$ cat config.mk
export PLATFORM = sky130hd
export DESIGN_NAME = run_length_record_replay_top
export DESIGN_NICKNAME = d
export VERILOG_FILES = /design/src/sv/rlrr_pkg.sv /design/src/sv/run_length_record_replay_top.sv /design/src/sv/rlrr_table.sv /design/src/sv/rlrr_ctrl.sv
export VERILOG_INCLUDE_DIRS = /design/src /design/src/sv
export SDC_FILE = /design/constraint.sdc
export NUM_CORES = 1
export LEC_CHECK = 0
export CAP_MARGIN = 25
export CORE_UTILIZATION = 25
export CTS_CLUSTER_DIAMETER = 100
export DETAILED_ROUTE_END_ITERATION = 6
export DONT_BUFFER_PORTS = 1
export REMOVE_ABC_BUFFERS = 1
export SLEW_MARGIN = 10
export SYNTH_ARGS = -nofsm -noshare
export SYNTH_HDL_FRONTEND = slang
export SYNTH_SLANG_ARGS = --single-unit
$ cat constraint.sdc
create_clock -name clk -period 5.9 [get_ports clk]
set_input_delay 1.18 -clock clk [delete_from_list [all_inputs] [get_ports clk]]
set_output_delay 1.18 -clock clk [all_outputs]
set_load 0.01 [all_outputs]
$ cat src/sv/run_length_record_replay_top_macros.svh
// ---------------------------------------------------------------------------
// Assertion macros for the run-length record and replay block
// Each macro expects clk and rst to be visible where it is used.
// ---------------------------------------------------------------------------
`ifndef RUN_LENGTH_RECORD_REPLAY_TOP_MACROS_SVH
`define RUN_LENGTH_RECORD_REPLAY_TOP_MACROS_SVH

// The consequent must hold in the same cycle as the antecedent.
`define RLRR_ASSERT_SAME(lbl, pre, post, msg) \
  lbl: assert property (@(posedge clk) disable iff (rst) (pre) |-> (post)) else $error(msg);

// The consequent must hold in the cycle after the antecedent.
`define RLRR_ASSERT_NEXT(lbl, pre, post, msg) \
  lbl: assert property (@(posedge clk) disable iff (rst) (pre) |=> (post)) else $error(msg);

`endif

$ cat src/sv/rlrr_pkg.sv
// ---------------------------------------------------------------------------
// rlrr_pkg
// Shared types, operation codes and default sizes for the record/replay block.
// ---------------------------------------------------------------------------
`default_nettype none

package rlrr_pkg;

  localparam int CODE_BITS           = 8;
  localparam int OP_BITS             = 2;
  localparam int DEFAULT_TABLE_DEPTH = 16;
  localparam int DEFAULT_COUNT_BITS  = 16;

  localparam logic [OP_BITS-1:0] OP_RECORD = 2'd0;
  localparam logic [OP_BITS-1:0] OP_CLEAR  = 2'd1;
  localparam logic [OP_BITS-1:0] OP_START  = 2'd2;
  localparam logic [OP_BITS-1:0] OP_FETCH  = 2'd3;

  typedef struct packed {
    logic [OP_BITS-1:0]   operation;
    logic [CODE_BITS-1:0] code_value;
  } cmd_word_t;

  typedef struct packed {
    logic                 play_valid;
    logic [CODE_BITS-1:0] play_value;
    logic                 table_full;
  } result_word_t;

  // Control strobes from the sequencer to the table memory.
  typedef struct packed {
    logic rd_en;
    logic wr_en;
    logic clear;
  } tbl_cmd_t;

endpackage

`default_nettype wire

$ cat src/sv/run_length_record_replay_top.sv
// ---------------------------------------------------------------------------
// run_length_record_replay_top
// Run-length record and replay table with valid/ready command and result words.
// ---------------------------------------------------------------------------
// Each command word yields exactly one result word. Record appends a byte
// code to a table of TABLE_DEPTH run-length entries (code plus a saturating
// COUNT_BITS-bit repeat count), clear empties the table and stops playback,
// start rewinds playback to the first entry, and fetch returns the next
// replayed code, each entry being played exactly as often as its count.
// The table lives in a single-port-write, single-port-read memory with a
// registered read. Record, and fetch during playback, read the table when
// accepted and act on the entry in the execute state, which produces the
// result; a fetch that steps on to the next entry needs a second table read
// and produces its result in S_FETCH2. Only one command is in flight
// at a time, so table reads never overlap a pending write to the same entry.
// Results leave through an output register, and a new command is taken
// while an earlier result is still waiting there. There is no clearing pass
// after reset: only the first entry has a reset value, held by a flag.
// ---------------------------------------------------------------------------
`default_nettype none

module run_length_record_replay_top #(
  parameter int TABLE_DEPTH = rlrr_pkg::DEFAULT_TABLE_DEPTH,
  parameter int COUNT_BITS  = rlrr_pkg::DEFAULT_COUNT_BITS
) (
  input  logic                   clk,
  input  logic                   rst,
  input  logic                   cmd_valid,
  output logic                   cmd_ready,
  input  rlrr_pkg::cmd_word_t    cmd,
  output logic                   result_valid,
  input  logic                   result_ready,
  output rlrr_pkg::result_word_t result
);
  import rlrr_pkg::*;

  localparam int AW = $clog2(TABLE_DEPTH);

  tbl_cmd_t              tbl;
  logic [AW-1:0]         rd_addr;
  logic [AW-1:0]         wr_addr;
  logic [CODE_BITS-1:0]  wr_code;
  logic [COUNT_BITS-1:0] wr_count;
  logic [CODE_BITS-1:0]  rd_code;
  logic [COUNT_BITS-1:0] rd_count;
  logic                  slot_free;
  logic                  push;
  result_word_t          push_word;

  // The output register is free when empty or being emptied this cycle.
  assign slot_free = !result_valid || result_ready;

  rlrr_ctrl #(
    .DEPTH      (TABLE_DEPTH),
    .COUNT_BITS (COUNT_BITS)
  ) u_ctrl (
    .clk       (clk),
    .rst       (rst),
    .cmd_valid (cmd_valid),
    .cmd_ready (cmd_ready),
    .cmd       (cmd),
    .tbl       (tbl),
    .rd_addr   (rd_addr),
    .wr_addr   (wr_addr),
    .wr_code   (wr_code),
    .wr_count  (wr_count),
    .rd_code   (rd_code),
    .rd_count  (rd_count),
    .slot_free (slot_free),
    .push      (push),
    .push_word (push_word)
  );

  rlrr_table #(
    .DEPTH      (TABLE_DEPTH),
    .COUNT_BITS (COUNT_BITS)
  ) u_table (
    .clk      (clk),
    .rst      (rst),
    .tbl      (tbl),
    .rd_addr  (rd_addr),
    .wr_addr  (wr_addr),
    .wr_code  (wr_code),
    .wr_count (wr_count),
    .rd_code  (rd_code),
    .rd_count (rd_count)
  );

  // Result register: loaded when the sequencer hands over a word, emptied
  // when the consumer takes it.
  always_ff @(posedge clk) begin
    if (rst) begin
      result_valid <= 1'b0;
    end else if (push) begin
      result_valid <= 1'b1;
    end else if (result_ready) begin
      result_valid <= 1'b0;
    end
  end

  always_ff @(posedge clk) begin
    if (push) begin
      result <= push_word;
    end
  end

endmodule

`default_nettype wire

$ cat src/sv/rlrr_table.sv
// ---------------------------------------------------------------------------
// rlrr_table
// Run-length table memory: one write port, one read port, registered read.
// ---------------------------------------------------------------------------
`default_nettype none

module rlrr_table #(
  parameter int DEPTH      = rlrr_pkg::DEFAULT_TABLE_DEPTH,
  parameter int COUNT_BITS = rlrr_pkg::DEFAULT_COUNT_BITS
) (
  input  logic                           clk,
  input  logic                           rst,
  input  rlrr_pkg::tbl_cmd_t             tbl,
  input  logic [$clog2(DEPTH)-1:0]       rd_addr,
  input  logic [$clog2(DEPTH)-1:0]       wr_addr,
  input  logic [rlrr_pkg::CODE_BITS-1:0] wr_code,
  input  logic [COUNT_BITS-1:0]          wr_count,
  output logic [rlrr_pkg::CODE_BITS-1:0] rd_code,
  output logic [COUNT_BITS-1:0]          rd_count
);
  import rlrr_pkg::*;

  localparam int AW = $clog2(DEPTH);
  localparam int EW = CODE_BITS + COUNT_BITS;

  logic [EW-1:0] mem [DEPTH];
  logic [EW-1:0] rd_q;
  logic          rd_blank;
  logic          first_written;

  always_ff @(posedge clk) begin
    if (tbl.wr_en) begin
      mem[wr_addr] <= {wr_code, wr_count};
    end
    if (tbl.rd_en) begin
      rd_q     <= mem[rd_addr];
      rd_blank <= (rd_addr == AW'(0)) && !first_written;
    end
  end

  // Only the first entry has a defined reset value; it reads as empty
  // until something has been written to it.
  always_ff @(posedge clk) begin
    if (rst) begin
      first_written <= 1'b0;
    end else if (tbl.clear) begin
      first_written <= 1'b0;
    end else if (tbl.wr_en && (wr_addr == AW'(0))) begin
      first_written <= 1'b1;
    end
  end

  assign rd_code  = rd_blank ? '0 : rd_q[EW-1:COUNT_BITS];
  assign rd_count = rd_blank ? '0 : rd_q[COUNT_BITS-1:0];

endmodule

`default_nettype wire

$ cat src/sv/rlrr_ctrl.sv
// ---------------------------------------------------------------------------
// rlrr_ctrl
// Sequencer: reads the table, applies record or fetch, writes back.
// ---------------------------------------------------------------------------
`default_nettype none
`include "run_length_record_replay_top_macros.svh"

module rlrr_ctrl #(
  parameter int DEPTH      = rlrr_pkg::DEFAULT_TABLE_DEPTH,
  parameter int COUNT_BITS = rlrr_pkg::DEFAULT_COUNT_BITS
) (
  input  logic                           clk,
  input  logic                           rst,
  input  logic                           cmd_valid,
  output logic                           cmd_ready,
  input  rlrr_pkg::cmd_word_t            cmd,
  output rlrr_pkg::tbl_cmd_t             tbl,
  output logic [$clog2(DEPTH)-1:0]       rd_addr,
  output logic [$clog2(DEPTH)-1:0]       wr_addr,
  output logic [rlrr_pkg::CODE_BITS-1:0] wr_code,
  output logic [COUNT_BITS-1:0]          wr_count,
  input  logic [rlrr_pkg::CODE_BITS-1:0] rd_code,
  input  logic [COUNT_BITS-1:0]          rd_count,
  input  logic                           slot_free,
  output logic                           push,
  output rlrr_pkg::result_word_t         push_word
);
  import rlrr_pkg::*;

  localparam int AW = $clog2(DEPTH);
  localparam int PW = $clog2(DEPTH + 1);

  localparam logic [1:0] S_IDLE   = 2'd0;
  localparam logic [1:0] S_EXEC   = 2'd1;
  localparam logic [1:0] S_FETCH2 = 2'd2;
  localparam logic [1:0] S_HOLD   = 2'd3;

  logic [1:0]            state, state_next;
  logic [OP_BITS-1:0]    op_q;
  logic [CODE_BITS-1:0]  val_q;
  logic [AW-1:0]         last_entry;
  logic [PW-1:0]         play_entry;
  logic [COUNT_BITS-1:0] play_repeat;
  logic                  playing;
  result_word_t          res_q;

  logic                  accept;
  logic                  code_hit;
  logic                  at_last;
  logic [AW-1:0]         rec_target;
  logic                  adv;
  logic [PW-1:0]         pe_next;
  logic                  still;
  logic                  finish;
  result_word_t          res_comb;

  assign cmd_ready = (state == S_IDLE);
  assign accept    = cmd_valid && cmd_ready;

  // Record path
  assign code_hit   = (rd_code == val_q);
  assign at_last    = (last_entry == AW'(DEPTH - 1));
  assign rec_target = (rd_code != '0) ? last_entry + AW'(1) : last_entry;

  // Fetch path: move on once the current entry has been played out
  assign adv     = playing && (play_entry < PW'(DEPTH)) && (play_repeat >= rd_count);
  assign pe_next = adv ? play_entry + PW'(1) : play_entry;
  assign still   = playing && (pe_next <= PW'(last_entry)) && (pe_next < PW'(DEPTH));

  assign finish = ((state == S_EXEC) && !((op_q == OP_FETCH) && adv && still))
                || (state == S_FETCH2);

  always_comb begin
    tbl      = '0;
    rd_addr  = last_entry;
    wr_addr  = last_entry;
    wr_code  = val_q;
    wr_count = COUNT_BITS'(1);
    res_comb = '0;
    if (state == S_IDLE) begin
      tbl.rd_en = accept && ((cmd.operation == OP_RECORD)
                          || ((cmd.operation == OP_FETCH) && playing));
      rd_addr   = (cmd.operation == OP_FETCH) ? play_entry[AW-1:0] : last_entry;
    end else if (state == S_EXEC) begin
      case (op_q)
        OP_RECORD: begin
          if (code_hit) begin
            tbl.wr_en = 1'b1;
            wr_code   = rd_code;
            wr_count  = (rd_count == '1) ? rd_count : rd_count + COUNT_BITS'(1);
          end else if (!at_last) begin
            tbl.wr_en = 1'b1;
            wr_addr   = rec_target;
          end else begin
            res_comb.table_full = 1'b1;
          end
        end
        OP_CLEAR: begin
          tbl.clear = 1'b1;
        end
        OP_FETCH: begin
          if (adv && still) begin
            tbl.rd_en = 1'b1;
            rd_addr   = pe_next[AW-1:0];
          end else if (still) begin
            res_comb.play_valid = 1'b1;
            res_comb.play_value = rd_code;
          end
        end
        default: begin
        end
      endcase
    end else if (state == S_FETCH2) begin
      res_comb.play_valid = 1'b1;
      res_comb.play_value = rd_code;
    end
  end

  assign push      = (finish || (state == S_HOLD)) && slot_free;
  assign push_word = (state == S_HOLD) ? res_q : res_comb;

  always_comb begin
    state_next = state;
    unique case (state)
      S_IDLE:   if (accept) state_next = S_EXEC;
      S_EXEC:   if (!finish) state_next = S_FETCH2;
                else state_next = slot_free ? S_IDLE : S_HOLD;
      S_FETCH2: state_next = slot_free ? S_IDLE : S_HOLD;
      S_HOLD:   if (slot_free) state_next = S_IDLE;
      default:  state_next = S_IDLE;
    endcase
  end

  always_ff @(posedge clk) begin
    if (rst) begin
      state       <= S_IDLE;
      last_entry  <= '0;
      play_entry  <= '0;
      play_repeat <= '0;
      playing     <= 1'b0;
    end else begin
      state <= state_next;
      if (state == S_EXEC) begin
        case (op_q)
          OP_RECORD: begin
            if (!code_hit && !at_last) begin
              last_entry <= rec_target;
            end
          end
          OP_CLEAR: begin
            last_entry <= '0;
            playing    <= 1'b0;
          end
          OP_START: begin
            playing     <= 1'b1;
            play_entry  <= '0;
            play_repeat <= '0;
          end
          default: begin
            play_entry <= pe_next;
            playing    <= still;
            if (!still) begin
              play_repeat <= adv ? '0 : play_repeat;
            end else if (adv) begin
              play_repeat <= COUNT_BITS'(1);
            end else begin
              play_repeat <= play_repeat + COUNT_BITS'(1);
            end
          end
        endcase
      end
    end
  end

  always_ff @(posedge clk) begin
    if (accept) begin
      op_q  <= cmd.operation;
      val_q <= cmd.code_value;
    end
    if (finish && !slot_free) begin
      res_q <= res_comb;
    end
  end

  `RLRR_ASSERT_NEXT(a_accept_exec, accept, state == S_EXEC, "accepted word did not reach execute")
  `RLRR_ASSERT_SAME(a_play_in_table, playing, play_entry <= PW'(last_entry), "playback past table end")
  `RLRR_ASSERT_SAME(a_write_record, tbl.wr_en, (state == S_EXEC) && (op_q == OP_RECORD), "stray table write")
  `RLRR_ASSERT_SAME(a_fetch2_playing, state == S_FETCH2, playing && (op_q == OP_FETCH), "second read outside playback")

endmodule

`default_nettype wire

---- Word-level counts from Yosys, hierarchy flattened ----
Memory sizes are Yosys's and may differ from the RTL's. A register that Yosys moved wholly into a read port is not among the register bits.
Cells that the tools add are included.
operators by class
  multiply operators ...................... 0
  shift operators ......................... 0
  order comparisons ....................... 4
  eq/ne operators ......................... 13
  reduce and logical (&&, ||, !) cells .... 42
  bitwise logic cells ..................... 2
  $add $sub $neg .......................... 4
  div/mod/pow operators ................... 0
  muxes and demuxes ....................... 60
operator list
  operator                                        count
  two-way mux 16 bit                              9
  two-way mux 4 bit                               12
  two-way mux 9 bit                               5
  two-way mux 8 bit                               5
  adder 16 x 1 -> 16 bit (second input constant)  2
  case mux 16 bit (2 select lines)                1
  two-way mux 10 bit                              2
  equality test 16 bit (second input constant)    1
  >= comparator 16 bit                            1
  logical AND 1 bit                               16
  two-way mux 1 bit                               15
  equality test 2 bit (second input constant)     5
  < comparator 5 bit (second input constant)      2
  two-way mux 2 bit                               5
  case mux 5 bit (2 select lines)                 1
  equality test 8 bit                             1
  logical NOT 4 bit                               2
  case mux 2 bit (4 select lines)                 1
  case mux 4 bit (2 select lines)                 1
  nonzero test 8 bit                              1
  logical NOT 1 bit                               6
  logical NOT 2 bit                               3
  AND reduction 2 bit                             3
  AND reduction 3 bit                             2
  15 further kinds                                23
storage, ports and cells
  memories kept ........................... 1
  register bits after elaboration ......... 61
  bits of input ports ..................... 14
  ROM bits ................................ 0
  latch bits .............................. 0
  output and inout bits ................... 12
  bits in writable memories ............... 384
  word-level logic and storage cells ...... 142
memories
  memory       depth  width  read ports  clocked after memory_dff  wr ports  line              text
  u_table.mem  16     24     1           1                         1         rlrr_table.sv:26  logic [EW-1:0] mem [DEPTH];

---- Depth between registers and ports, before layout ----
Gate-level depths: netlist of run 1.
  depth in word-level cells ............... 14
  depth in mapped cells ................... 26
  mapped depth without buffers ............ 20

---- Modules after synthesis ----
A second synthesis of run 1 with hierarchy kept.
second synthesis, totals
  cells, all modules ...................... 1139
  area total of the unflattened synthesis .. 19575.0 µm²
modules (own cells, without submodules)
  module                        cells each  sequential area each (µm²)  instances  area an instance (µm²)
  rlrr_table                    667         12301.8                     1          15413.5
  rlrr_ctrl                     458         1161.1                      1          3814.9
  run_length_record_replay_top  14          320.3                       1          346.6

---- Least setup slack after synthesis of run 1 ----
No wires, ideal clock.
  path kind ............................... register to register
  start ................................... register u_table.rd_blank
  end ..................................... register u_table.rd_q[22] (read register of u_table.mem) (data pin)
  arrival time ............................ 5464 ps
  slack ................................... 158 ps
  stages on the path, launching flop included .. 23
  path buffers ............................ 4
  library setup time ...................... 278 ps
  clock period less this slack ............ 5742 ps
  data required time ...................... 5622 ps
  path through ............................ edfxtp_1 > clkbuf_1 > clkbuf_1 > nand2b_1 > ha_1 > nand4_1 > or3_1 > or4_4 > a31oi_1 > nand2_1 > nand2_1 > ha_1 > nor2b_1 > a2111oi_0 > o21ai_0 > a311oi_2 > buf_4 > nor2_2 > a221oi_4 > clkbuf_1 > a2111oi_0 > nor4_1 > o221ai_1
between the ends
  cells in the longest elaborated chain, start to end .. 12
  elaborated cells between the ends (all ways) .. 17
  classes of those cells .................. order compare (3); mux (10); reduce/logical (4)
RTL lines
  item                                                    line              text
  start, declared                                         rlrr_table.sv:28  logic rd_blank;
  start signal, assigned                                  rlrr_table.sv:37  rd_blank <= (rd_addr == AW'(0)) && !first_written;
  two-way mux 16 bit (*)                                  rlrr_table.sv:54  assign rd_count = rd_blank ? '0 : rd_q[COUNT_BITS-1:0];
  >= comparator 16 bit (*)                                rlrr_ctrl.sv:66   assign adv = playing && (play_entry < PW'(DEPTH)) && (play_repeat >= rd_count);
  logical AND 1 bit (*)                                   rlrr_ctrl.sv:66
  two-way mux 5 bit                                       rlrr_ctrl.sv:67   assign pe_next = adv ? play_entry + PW'(1) : play_entry;
  <= comparator 5 x 4 -> 1 bit                            rlrr_ctrl.sv:68   assign still = playing && (pe_next <= PW'(last_entry)) && (pe_next < PW'(DEPTH));
  logical AND 1 bit (2 in a row)                          rlrr_ctrl.sv:68
  logical AND 1 bit                                       rlrr_ctrl.sv:102  if (adv && still) begin
  two-way mux 4 bit or two-way mux 1 bit (tied branches)  rlrr_ctrl.sv:102
  two-way mux 4 bit or two-way mux 1 bit (tied branches)  rlrr_ctrl.sv:85   case (op_q)
  two-way mux 4 bit or two-way mux 3 bit (tied branches)  rlrr_ctrl.sv:84   end else if (state == S_EXEC) begin
  two-way mux 4 bit or two-way mux 1 bit (tied branches)  rlrr_ctrl.sv:80   if (state == S_IDLE) begin
  end, declared                                           rlrr_table.sv:27  logic [EW-1:0] rd_q;
Every way passes the cells marked *; elsewhere a longest branch is shown, timed or not.
A chain may end at the register's enable or synchronous reset.

---- Worst setup path in the final report of run 1 ----
  start ................................... register u_table.rd_blank
  end ..................................... register u_table.rd_q[23] (read register of u_table.mem) (data pin)
Same word-level chain as after synthesis.

==> results of run 1 <==
layout make-up:
class,count,area [sq um],area share (%)
clock inverters,29,354,1.42
repair buffers,149,1710,6.85
well taps,1060,1330,5.31
clock buffers,64,1330,5.30
multi-input cells,978,6420,25.7
flip-flops and latches,469,13800,55.1
inverters,19,71.3,0.285
cells in the mapped netlist, drive strengths merged (4+ instances only):
cell,count,share of area [%]
o32ai,4,0.17
nand2,34,0.62
and3,4,0.12
nor4,28,0.85
clkbuf,106,1.9
or3,10,0.30
a2111oi,101,4.4
a21oi,18,0.44
ha,28,1.7
a22oi,5,0.18
nor2b,13,0.39
a31oi,7,0.21
inv,19,0.35
o21ai,110,2.7
xnor2,27,1.1
a21o,15,0.55
nor3,18,0.44
o21a,4,0.15
nand4,9,0.27
nand2b,20,0.61
dfxtp,30,2.9
nor4bb,4,0.19
or2,4,0.12
and2,10,0.30
buf,38,1.0
edfxtp,439,64
o221ai,25,1.1
nor2,82,1.5
xor2,7,0.30
and4,51,2.2
nand3,311,7.6
per-stage QoR:
stage                     hold slack [ns]  total power [mW]
after floorplan                     0.442              3.77
after global placement              0.492              3.82
after detailed placement            0.497              3.83
after CTS                           0.514              7.05
after global routing                0.543              7.20
final                               0.512              7.00
power breakdown:
part / internal [mW] / switching [mW] / total [mW]
sequential: 3.63 / 0.0297 / 3.65
combinational: 0.0379 / 0.0692 / 0.107
clock: 1.94 / 1.31 / 3.24
total: 5.60 / 1.40 / 7.00
logic make-up (layout without fill, tap and decap cells):
group           after synthesis  in the layout
simple gates                605            605
compound gates              306            307
fa+ha+maj                    28             28
xor+xnor                     34             34
flops                       469            469
mux                           4              4
buf+inv                     163            261
registers in the layout (all words and copies together), names as in the netlist:
name / count
u_ctrl.op_q: 2
u_ctrl.playing: 1
u_ctrl.play_repeat: 16
u_ctrl.play_entry: 5
u_table.rd_q: 24
u_table.mem: 384
u_ctrl.val_q: 8
u_table.rd_blank: 1
u_ctrl.res_q: 10
u_ctrl.state: 2
u_ctrl.last_entry: 4
result: 10
u_table.first_written: 1
result_valid: 1
worst max-delay path, stage by stage, from the launching register on:
cell and delay [ns]:
edfxtp_1 0.38, buf_4 0.17, buf_4 0.16, nand2b_1 0.26, ha_1 0.34, o21a_1 0.13
nor2_1 0.04, or4_4 0.57, nand3_2 0.11, nand2_2 0.09, nor2_4 0.12, xor2_2 0.22
ha_4 0.25, a2111oi_4 0.38, o21ai_2 0.11, a311oi_2 0.27, buf_4 0.21, nor2_2 0.08
a221oi_4 0.35, buf_12 0.17, buf_12 0.14, a2111oi_0 0.07, nor4_1 0.45, buf_4 0.19
o221ai_1 0.11
cell usage in the layout (no fill, tap or decap), types with 9 or more instances in the layout:
cell and count:
o21ai_0 109, nand4_1 9, nand2_1 33, a21oi_1 18, clkbuf_16 57, nor4_1 27, a2111oi_0 83, nand2b_1 20
buf_4 102, dfxtp_1 30, and4_1 51, inv_1 19, a21o_1 14, edfxtp_1 439, and2_1 10, nor2_4 17
ha_1 27, clkbuf_1 13, nor2b_1 13, clkinv_1 10, or3_1 9, nand3_1 310, nor3_1 17, nor2_1 64
a2111oi_1 15, o221ai_1 24, buf_12 29, xnor2_1 26
worst paths after layout:
path	to	from	slack (ns)
worst max-delay path	u_table.rd_q[23]$_DFFE_PP_	u_table.rd_blank$_DFFE_PP_	0.26
worst min-delay path	u_ctrl.play_repeat[15]$_SDFFE_PP0P_	u_ctrl.play_repeat[15]$_SDFFE_PP0P_	0.51
worst max register to register	u_table.rd_q[23]$_DFFE_PP_	u_table.rd_blank$_DFFE_PP_	0.26
worst min register to register	u_ctrl.play_repeat[15]$_SDFFE_PP0P_	u_ctrl.play_repeat[15]$_SDFFE_PP0P_	0.51
routing by layer:
metal,share of wire [%],vias to the layer above
met5,0,-
met4,2.8,0
met3,7.8,98
met2,47,654
met1,42,7326
li1,-,6500
what timing repair did:
item                       CTS  global route
gates cloned                 2             8
hold buffers                 0             0
gates resized for setup      4            27
setup endpoints to repair   25            25
setup buffers                3            11
pin swaps                    2            14
==> out/qor.yml, run 1 <==
irDropWorstVdd_uv: 167
outcome: "finished clean"
grt_pass1_wl_mm: 88.0
worst_pin_slew_ns: 1.07
grt-ovfl-total: 0
grt.busiest_layer: "met2"
clk_latency_ns: 0.60
ys_types: 59
synthSimpleGateAreaFrac_pct: 15.8
die_h_microns: 289
use_met3_pct: 2.25
synthXorXnorAreaFrac_pct: 1.45
crit_arrival_ns: 5.96
skew_ns: 0.0229
place_congestion: 0.874
cp-start-kind: "flip-flop"
synth_top_family_by_area: "simple AND/OR/NAND/NOR gates"
syn_inst: 1609
maxCapViolCount: 0
clkSlewWorstSetupHoldPaths_ns: 0.06
worst-path-max-fanout: 12
rr_worst_depth: 24
cts_tree: "built"
syn_avg_cell_area_sq_um: 12.8
core-area_sq_um: 81100
synth_edf_count: 439
final_cells: 2768
whs_path_depth: 2
fin_tns_setup_ns: 0
via_per_inst: 5.27
ys_ff_latch: 469
drive_gt1_share_pct: 15.7
use_met1_pct: 18.2
clkSinkCount: 469
final-hold-violation-count: 0
fillers: 7907
syn_area_sq_um: 20600
dpl.cell_count: 2646
root_buffer: "clkbuf_16"
num_vias: 14578
rsz0062_at_grt: "no"
p_leak_nw: 7.82
dr.pass1.iters: 5
antenna_left: 0
clock.fmax_ghz: 0.177
die_area_sq_um: 83500
hold_class: "reg -> reg"
synthFlopType: "edfxtp_1"
grt_util_met2_pct: 22.6
synthMuxAreaShare_pct: 0.201
relSlewSlack_pct: 28.6
antenna_found_initial: 0
post-route-period-util_pct: 95.6
drc: 0
hpwlAfterDp_mm: 34.9
setup_viol: 0
start_util_pct: 25.4
drt-initial-drc-count: 1425
slew_viol_final: 0
endpoint_kind: "flip-flop"
rows: 104
grt_max_degree: 59
wl_per_cell_microns: 21.3
syn2layout_area_growth_pct: 21.4
cts_buffers: 50
clock_path_buffers: 3
totalWireLength_mm: 59.1
fin_area_sq_um: 25000
path_class: "reg -> reg"
htreeDepth: 2
nNetsFinal: 1709
port_buffers: 0
track_usage_pct: 13.7
synthAdderAreaFrac_pct: 1.70
async_flop_share_pct: 0
final_util_pct: 30.8
grt_pass1_vias: 14115
post-route-min-period_ns: 5.64
ys_seq_area_share_pct: 66.9
required_ns: 6.22
p_per_area_nw_per_um2: 280
setup_ws_ns: 0.261
die_x_microns: 289
place_area_sq_um: 22800
diodes: 0
dp_slack_ns: -0.284
yosys_warnings: 0
synth-compound-area-share_pct: 10.7
ios: 26
No activity file was read; power rests on OpenSTA's default activity.
==> inputs of run 2 (changes only) <==
Settings changed: CTS_CLUSTER_SIZE from default to 8, HOLD_SLACK_MARGIN from default to 0.06, PLACE_DENSITY from default to 0.5.
==> out/qor.yml, run 2 (synthesis results as in run 1) <==
totalWireLength_mm: 62.6
worst-path-buf-inv: 4
clock.fmax_ghz: 0.170
sw_frac_of_total_pct: 21.0
grt-ovfl-total: 0
pwr-share-clk_pct: 48.5
die_x_microns: 289
p_int_mw: 5.79
cts_buffers: 68
post-route-min-period_ns: 5.87
slowest_stage: "edfxtp_1"
grt.busiest_layer: "met2"
track_usage_pct: 14.4
power_frac_comb_pct: 1.5
wl_per_cell_microns: 22.4
diodes: 0
grt_util_met2_pct: 23.5
cp_common_cell: "buf_4"
whs_path_depth: 1
antenna_left: 0
start_util_pct: 25.4
cp_top_family: "simple AND/OR/NAND/NOR gates"
cp_slowest_stage_delay_ns: 0.52
dr.pass1.iters: 5
use_met3_pct: 2.17
worst-path-max-fanout: 18
share_seq_of_total_power_pct: 50.0
rr_endpoint: "u_table.rd_q[3]$_DFFE_PP_"
die_h_microns: 289
hold_class: "reg -> reg"
core-area_sq_um: 81100
port_buffers: 0
hpwlAfterDp_mm: 34.8
dpl.cell_count: 2650
path_class: "reg -> reg"
layout_common_cells: "edfxtp_1 (439), nand3_1 (310), buf_4 (120)"
rsz0062_at_grt: "yes"
nNetsFinal: 1749
drive_gt1_share_pct: 17.7
grt_pass1_wl_mm: 90.4
clk_latency_ns: 0.62
setup_viol: 0
root_buffer: "clkbuf_16"
grt_max_degree: 40
irDropWorstVdd_uv: 190
place_congestion: 0.840
skew_ns: 0.0377
clock_path_buffers: 3
crit_arrival_ns: 6.15
p_sw_mw: 1.54
rr_worst_depth: 22
rows: 104
p_per_area_nw_per_um2: 288
use_met1_pct: 19.3
drt-initial-drc-count: 1475
antenna_found_initial: 0
p_leak_nw: 8.14
via_per_inst: 5.24
drc: 0
num_vias: 14613
post-route-period-util_pct: 99.5
final_common_cell: "edfxtp_1"
final_cells: 2788
largest_reg_flops: 384
worstHoldEndpoint: "u_table.first_written$_SDFFE_PP0P_"
ios: 26
die_area_sq_um: 83500
relSlewSlack_pct: 27.6
r2r_start: "u_table.rd_blank$_DFFE_PP_"
grt_pass1_vias: 13958
slew_viol_final: 0
maxCapViolCount: 0
final-hold-violation-count: 0
r2r_slack_ns: 0.03
ctsHoldBuffers: 0
required_ns: 6.18
outcome: "finished clean"
clkSlewWorstSetupHoldPaths_ns: 0.06
syn2layout_area_growth_pct: 23.8
clkSinkCount: 469
htreeDepth: 3
final_util_pct: 31.5
cp-start-kind: "flip-flop"
cts_tree: "built"
largest_register: "u_table.mem"
min_from: "u_table.first_written$_SDFFE_PP0P_"
reg.largest.list: "u_table.mem (384), u_table.rd_q (24), u_ctrl.play_repeat (16)"
crit_chain: "buf_6, nand2b_4, ha_1, nand2_1, or3_4, or4_4, nand3_4, nand2_4, nor2_4, xor2_2, ha_4, a2111oi_4, o21ai_2, a311oi_2, buf_4, mux2_2, o221a_4, buf_4, buf_12, a2111oi_0, nor4_1, o221ai_1"
fillers: 7995
endpoint_kind: "flip-flop"
worst_pin_slew_ns: 1.08
## run 2: timing repair
action / 4_1_cts / 5_1_grt
setup buffers: 12 / 21
endpoints found under the hold margin: 0 / 0
setup endpoints to repair: 25 / 24
pin swaps: 9 / 23
cloned: 4 / 8
gates resized for setup: 17 / 45
## run 2: through the flow
| stage | total power [mW] | setup TNS (ns) | area (sq um) | setup WS (ns) | hold WS [ns] |
|---|---|---|---|---|---|
| after floorplan | 3.77 | -86.16 | 20000 | -3.50 | 0.442 |
| after global placement | 3.83 | -4.38 | 22800 | -0.406 | 0.460 |
| after detailed placement | 3.83 | -6.36 | 22800 | -0.524 | 0.468 |
| after global routing | 7.55 | -1.18 | 25500 | -0.123 | 0.506 |
| final | 7.34 | 0 | 25500 | 0.0276 | 0.473 |
| after CTS | 7.41 | 0 | 25000 | 0.0130 | 0.481 |
## run 2: metal layers
layer | part of all wire, % | routed length, microns
met5 | 0 | 0
met4 | 2.7 | 1680
met3 | 6.0 | 3770
met2 | 48 | 29700
met1 | 44 | 27400
## run 2: power by group through the flow
stage	Clock, mW	Sequential (mW)	Combinational [mW]
2_1_floorplan	0	3.71	0.0622
3_5_place_dp	0	3.73	0.102
3_3_place_gp	0	3.73	0.101
6_report	3.56	3.67	0.110
5_1_grt	3.76	3.67	0.120
4_1_cts	3.64	3.66	0.105
## run 2: worst max-delay path by stage
stage / slack (ns) / start / end / depth (start not counted)
after floorplan: -3.50 / u_table.rd_blank$_DFFE_PP_ / u_table.rd_q[0]$_DFFE_PP_ / 16
after global placement: -0.41 / u_table.rd_blank$_DFFE_PP_ / u_table.rd_q[3]$_DFFE_PP_ / 22
after detailed placement: -0.52 / u_table.rd_blank$_DFFE_PP_ / u_table.rd_q[3]$_DFFE_PP_ / 22
after CTS: 0.01 / u_table.rd_blank$_DFFE_PP_ / u_table.rd_q[3]$_DFFE_PP_ / 25
after global routing: -0.12 / u_table.rd_blank$_DFFE_PP_ / u_table.rd_q[7]$_DFFE_PP_ / 22
final: 0.03 / u_table.rd_blank$_DFFE_PP_ / u_table.rd_q[3]$_DFFE_PP_ / 22
## run 2: layout make-up
class / instances / area [sq um] / area share [%]
clock inverter: 7 / 109 / 0.427
multi-input combinational: 978 / 6530 / 25.6
tap: 1060 / 1330 / 5.20
sequential: 469 / 13800 / 54.0
inverter: 19 / 71.3 / 0.280
clock buffer: 84 / 1780 / 6.99
timing repair buffer: 171 / 1900 / 7.46
